**src/sv/nearest_neighbor_tour_macros.svh**
```systemverilog
// Assertion macros shared by the nearest-neighbor tour RTL.
`ifndef NEAREST_NEIGHBOR_TOUR_MACROS_SVH
`define NEAREST_NEIGHBOR_TOUR_MACROS_SVH

`ifndef SYNTHESIS
// Same-cycle implication, disabled while reset is high.
`define NNT_ASSERT_IMP(lbl, clk, rst, ante, cons) \
  lbl: assert property (@(posedge clk) disable iff (rst) (ante) |-> (cons)) \
    else $error("nearest_neighbor_tour: same-cycle check failed");
// Next-cycle implication, disabled while reset is high.
`define NNT_ASSERT_NXT(lbl, clk, rst, ante, cons) \
  lbl: assert property (@(posedge clk) disable iff (rst) (ante) |=> (cons)) \
    else $error("nearest_neighbor_tour: next-cycle check failed");
`else
`define NNT_ASSERT_IMP(lbl, clk, rst, ante, cons)
`define NNT_ASSERT_NXT(lbl, clk, rst, ante, cons)
`endif

`endif

```
**src/sv/nnt_pkg.sv**
```systemverilog
// Shared types and fixed constants of the nearest-neighbor tour block.
package nnt_pkg;

  // Fixed field widths of the ports.
  localparam int WIN_BITS   = 16;
  localparam int POS_BITS   = 5;
  localparam int VTX_BITS   = 5;
  localparam int STEP_BITS  = 16;
  localparam int COUNT_BITS = 6;
  localparam int START_BITS = 5;
  localparam int CFG_IDX_BITS  = 1;
  localparam int CFG_DATA_BITS = 6;

  // Configuration register indexes.
  localparam logic [CFG_IDX_BITS-1:0] REG_VERTEX_COUNT  = 1'b0;
  localparam logic [CFG_IDX_BITS-1:0] REG_ORIGIN_VERTEX = 1'b1;

  // Control from the sequencer to the shared minimum unit.
  typedef struct packed {
    logic clear;
    logic sample;
  } nnt_min_ctl_t;

endpackage

```
**src/sv/nnt_argmin.sv**
```systemverilog
// Shared compare unit that tracks the lightest unvisited edge of a row scan.
module nnt_argmin
  import nnt_pkg::*;
#(
  parameter int IDX_BITS    = 5,
  parameter int WEIGHT_BITS = 16
) (
  input  logic                   clk,
  input  logic                   rst,
  input  nnt_min_ctl_t           ctl,
  input  logic [IDX_BITS-1:0]    cand_index,
  input  logic [WEIGHT_BITS-1:0] cand_weight,
  input  logic                   cand_skip,
  output logic [IDX_BITS-1:0]    best_index,
  output logic [WEIGHT_BITS-1:0] best_weight
);

  logic found;
  logic take;

  // A strictly lighter edge wins, so ties keep the lower index seen first.
  assign take = ctl.sample && !cand_skip && (!found || (cand_weight < best_weight));

  always_ff @(posedge clk) begin
    if (rst) begin
      found <= 1'b0;
    end else if (ctl.clear) begin
      found <= 1'b0;
    end else if (take) begin
      found <= 1'b1;
    end
  end

  // Best candidate so far.
  always_ff @(posedge clk) begin
    if (take) begin
      best_index  <= cand_index;
      best_weight <= cand_weight;
    end
  end

endmodule
```
**config.mk**
```make
export PLATFORM = sky130hd
export DESIGN_NAME = nnt_argmin
export DESIGN_NICKNAME = d
export VERILOG_FILES = /design/src/sv/nearest_neighbor_tour_macros.svh /design/src/sv/nnt_pkg.sv /design/src/sv/nnt_argmin.sv
export SDC_FILE = /design/constraint.sdc
export NUM_CORES = 1
export LEC_CHECK = 0
export BUFFER_PORTS_ARGS = -buffer_cell sky130_fd_sc_hd__buf_2
export CELL_PAD_IN_SITES_DETAIL_PLACEMENT = 1
export CELL_PAD_IN_SITES_GLOBAL_PLACEMENT = 2
export CORE_UTILIZATION = 31
export CTS_CLUSTER_SIZE = 28
export DETAILED_ROUTE_END_ITERATION = 10
export PLACE_DENSITY = 0.83
export SETUP_SLACK_MARGIN = 0.5
export SYNTH_ARGS = -nofsm -noshare
export SYNTH_HDL_FRONTEND = slang
export SYNTH_SLANG_ARGS = --single-unit
export TNS_END_PERCENT = 50
```
**constraint.sdc**
```tcl
create_clock -name clk -period 9.2 [get_ports clk]
set_input_delay 2.76 -clock clk [delete_from_list [all_inputs] [get_ports clk]]
set_output_delay 2.76 -clock clk [all_outputs]
set_load 0.02 [all_outputs]
```
==> results.sh <==
export IMPL_io_pins=47
export IMPL_first_global_vias=804
export IMPL_whs_ps=546
export IMPL_viasPerCell=4.51
export IMPL_timing_final_max_slew_violations=0
export IMPL_hold_class="register to register"
export IMPL_areaGrowthSynthToFinish_pct=31.6
export IMPL_worst_ep_arrival_time_ps=4660
export IMPL_coreArea_sq_um=3360
export IMPL_die_x_um=61.3
export IMPL_cts_tree="done"
export IMPL_maxSlewHeadroom_pct=61.5
export IMPL_cp_max_fo=15
export IMPL_worst_ep_required_time_ps=9210
export IMPL_ys_seq_area_share_pct=59.7
export IMPL_grt_overflow=0
export IMPL_cts_sinks=22
export IMPL_reg2reg_slack_ps=6720
export IMPL_place_hpwl_mm=1.77
export IMPL_cts_root_buffer="clkbuf_4"
export IMPL_drtPass1Iterations=2
export IMPL_numCtsBuffers=3
export IMPL_period_minus_slack_ps=4650
export IMPL_ys_types=20
export IMPL_layout_nets=173
export IMPL_insertion_delay_ps=300
export IMPL_start_kind="input pin"
export IMPL_post_dp_cell_area_sq_um=1400
export IMPL_ir_worst_vdd_uv=81.5
export IMPL_setup_viol=0
export IMPL_postCtsSetupBuffers=0
export IMPL_final_cell_area_sq_um=1430
export IMPL_hold_buffers=0
export IMPL_synth_seq_cells=22
export IMPL_final_cell_mix="46 x buf_2, 21 x edfxtp_1, 17 x inv_1, 15 x ha_1, 7 x a21oi_1"
export IMPL_worst_setup_path_type="input pin to register"
export IMPL_ant_nets=0
export IMPL_synth_area_per_cell_sq_um=13.6
export IMPL_die_area_sq_um=3760
export IMPL_power_uw=202
export IMPL_grt_pass1_wl_mm=3.44
export IMPL_yosysWarnings=0
export IMPL_cap_violations=0
export IMPL_final_common_cell="buf_2"
export IMPL_endpoint_kind="register"
export IMPL_fin_skew_ps=3.14
export IMPL_power_density_nw_per_um2=141
export IMPL_synth_area_sq_um=1090
export IMPL_initial_core_util_pct=32.4
export IMPL_port_buffers=46
export IMPL_finalHoldViolCount=0
export IMPL_routed_wl_mm=2.15
export IMPL_drive_gt1_share_pct=42.0
export IMPL_num_antenna_cells=0
export IMPL_status="completed"
export IMPL_synth_cells=80
export IMPL_track_usage_pct=13.1
export IMPL_vias=799
export IMPL_die_h_um=61.3
export IMPL_drc_errors=0
export IMPL_fin_tns_setup_ps=0
export IMPL_first_iter_violations=20
export IMPL_antenna_found_initial=0
export IMPL_worstMarginPinSlew_ps=577
export IMPL_p_leak_nw=0.674
export IMPL_fmax_mhz=215
export IMPL_post_route_period_util_pct=50.5
export IMPL_cts_resized=0
export IMPL_gp_congestion=0.694
export IMPL_cts_path_max_buffers=2
export IMPL_rsz0062_at_grt="no"
export IMPL_clk_pin_slew_worst_paths_ps=120
export IMPL_h_tree_depth=1
export IMPL_rows=21
export IMPL_avgRoutedWirePerCell_um=12.1
export IMPL_synth_nets=121
export IMPL_grt_start_max_net_pins=16
export IMPL_final_util_pct=42.6
metal layers:
| metal | track usage [%] | part of all wire [%] | vias up | wire length [um] |
|---|---|---|---|---|
| li1 | - | - | 391 | - |
| met1 | 15.6 | 42 | 374 | 909 |
| met2 | 21.9 | 50 | 30 | 1070 |
| met3 | 3.15 | 6.6 | 4 | 141 |
| met4 | 6.82 | 1.4 | 0 | 29 |
| met5 | 0 | 0 | - | 0 |
per-stage QoR:
| step | worst slack, ps | std cells |
|---|---|---|
| 2_1_floorplan | 3760 | 80 |
| 5_1_grt | 4420 | 177 |
| 3_3_place_gp | 4250 | 173 |
| 6_report | 4550 | 177 |
| 4_1_cts | 4570 | 177 |
| 3_5_place_dp | 4210 | 173 |
cell type report:
class / count / area, sq um
timing repair buffer: 47 / 238
fill: 405 / 1930
sequential: 22 / 651
inverter: 17 / 63.8
tap: 46 / 57.6
clock buffer: 4 / 36.3
multi-input combinational: 41 / 388
cells in the mapped netlist:
library cell	instances	area share [%]
inv_1	17	5.9
a2111oi_4	1	2.5
a21o_1	1	0.69
nor2_1	1	0.34
or4_1	1	0.69
o21ai_0	3	1.4
o21ai_1	1	0.46
a2111oi_2	1	1.4
nor3_1	1	0.46
a21oi_1	7	3.2
a22o_1	1	0.80
edfxtp_1	21	58
o21a_1	1	0.69
nand2b_4	1	1.3
ha_1	15	17
o211ai_1	1	0.69
a211oi_2	1	1.1
nand3_1	1	0.46
nand2_1	3	1.0
dfxtp_1	1	1.8
worst max-delay path, stage by stage:
cell and delay (ps):
buf_2 110, ha_1 300, a21o_1 190, a211oi_2 200
o21ai_1 130, a2111oi_4 620, buf_4 350
kinds of logic after synthesis:
group / count (synthesis) / share of synthesized area (%)
adders and majority gates: 15 / 17.2
buffers and inverters: 17 / 5.86
and+or+nand+nor: 8 / 4.25
DFF: 22 / 59.7
AOI/OAI and AO/OA: 18 / 13.0
path summary, 6_finish.rpt:
path	startpoint	to	cells after the start
hold reg to reg	found	found	2
setup / recovery	cand_weight[6]	best_index[0]	7
setup reg to reg	best_weight[6]	best_index[0]	7
hold / removal	found	found	2
registers in the layout (all words and copies together), names as in the netlist:
name and count:
best_index 5, best_weight 16, found 1
power breakdown:
group / switching [mW] / leakage, nW / internal [mW]
clock: 0.0283 / 0.0210 / 0.0241
combinational: 0.0189 / 0.448 / 0.0141
sequential: 0.00188 / 0.205 / 0.115
total: 0.0491 / 0.674 / 0.153
No activity file was read; power rests on OpenSTA's default activity.
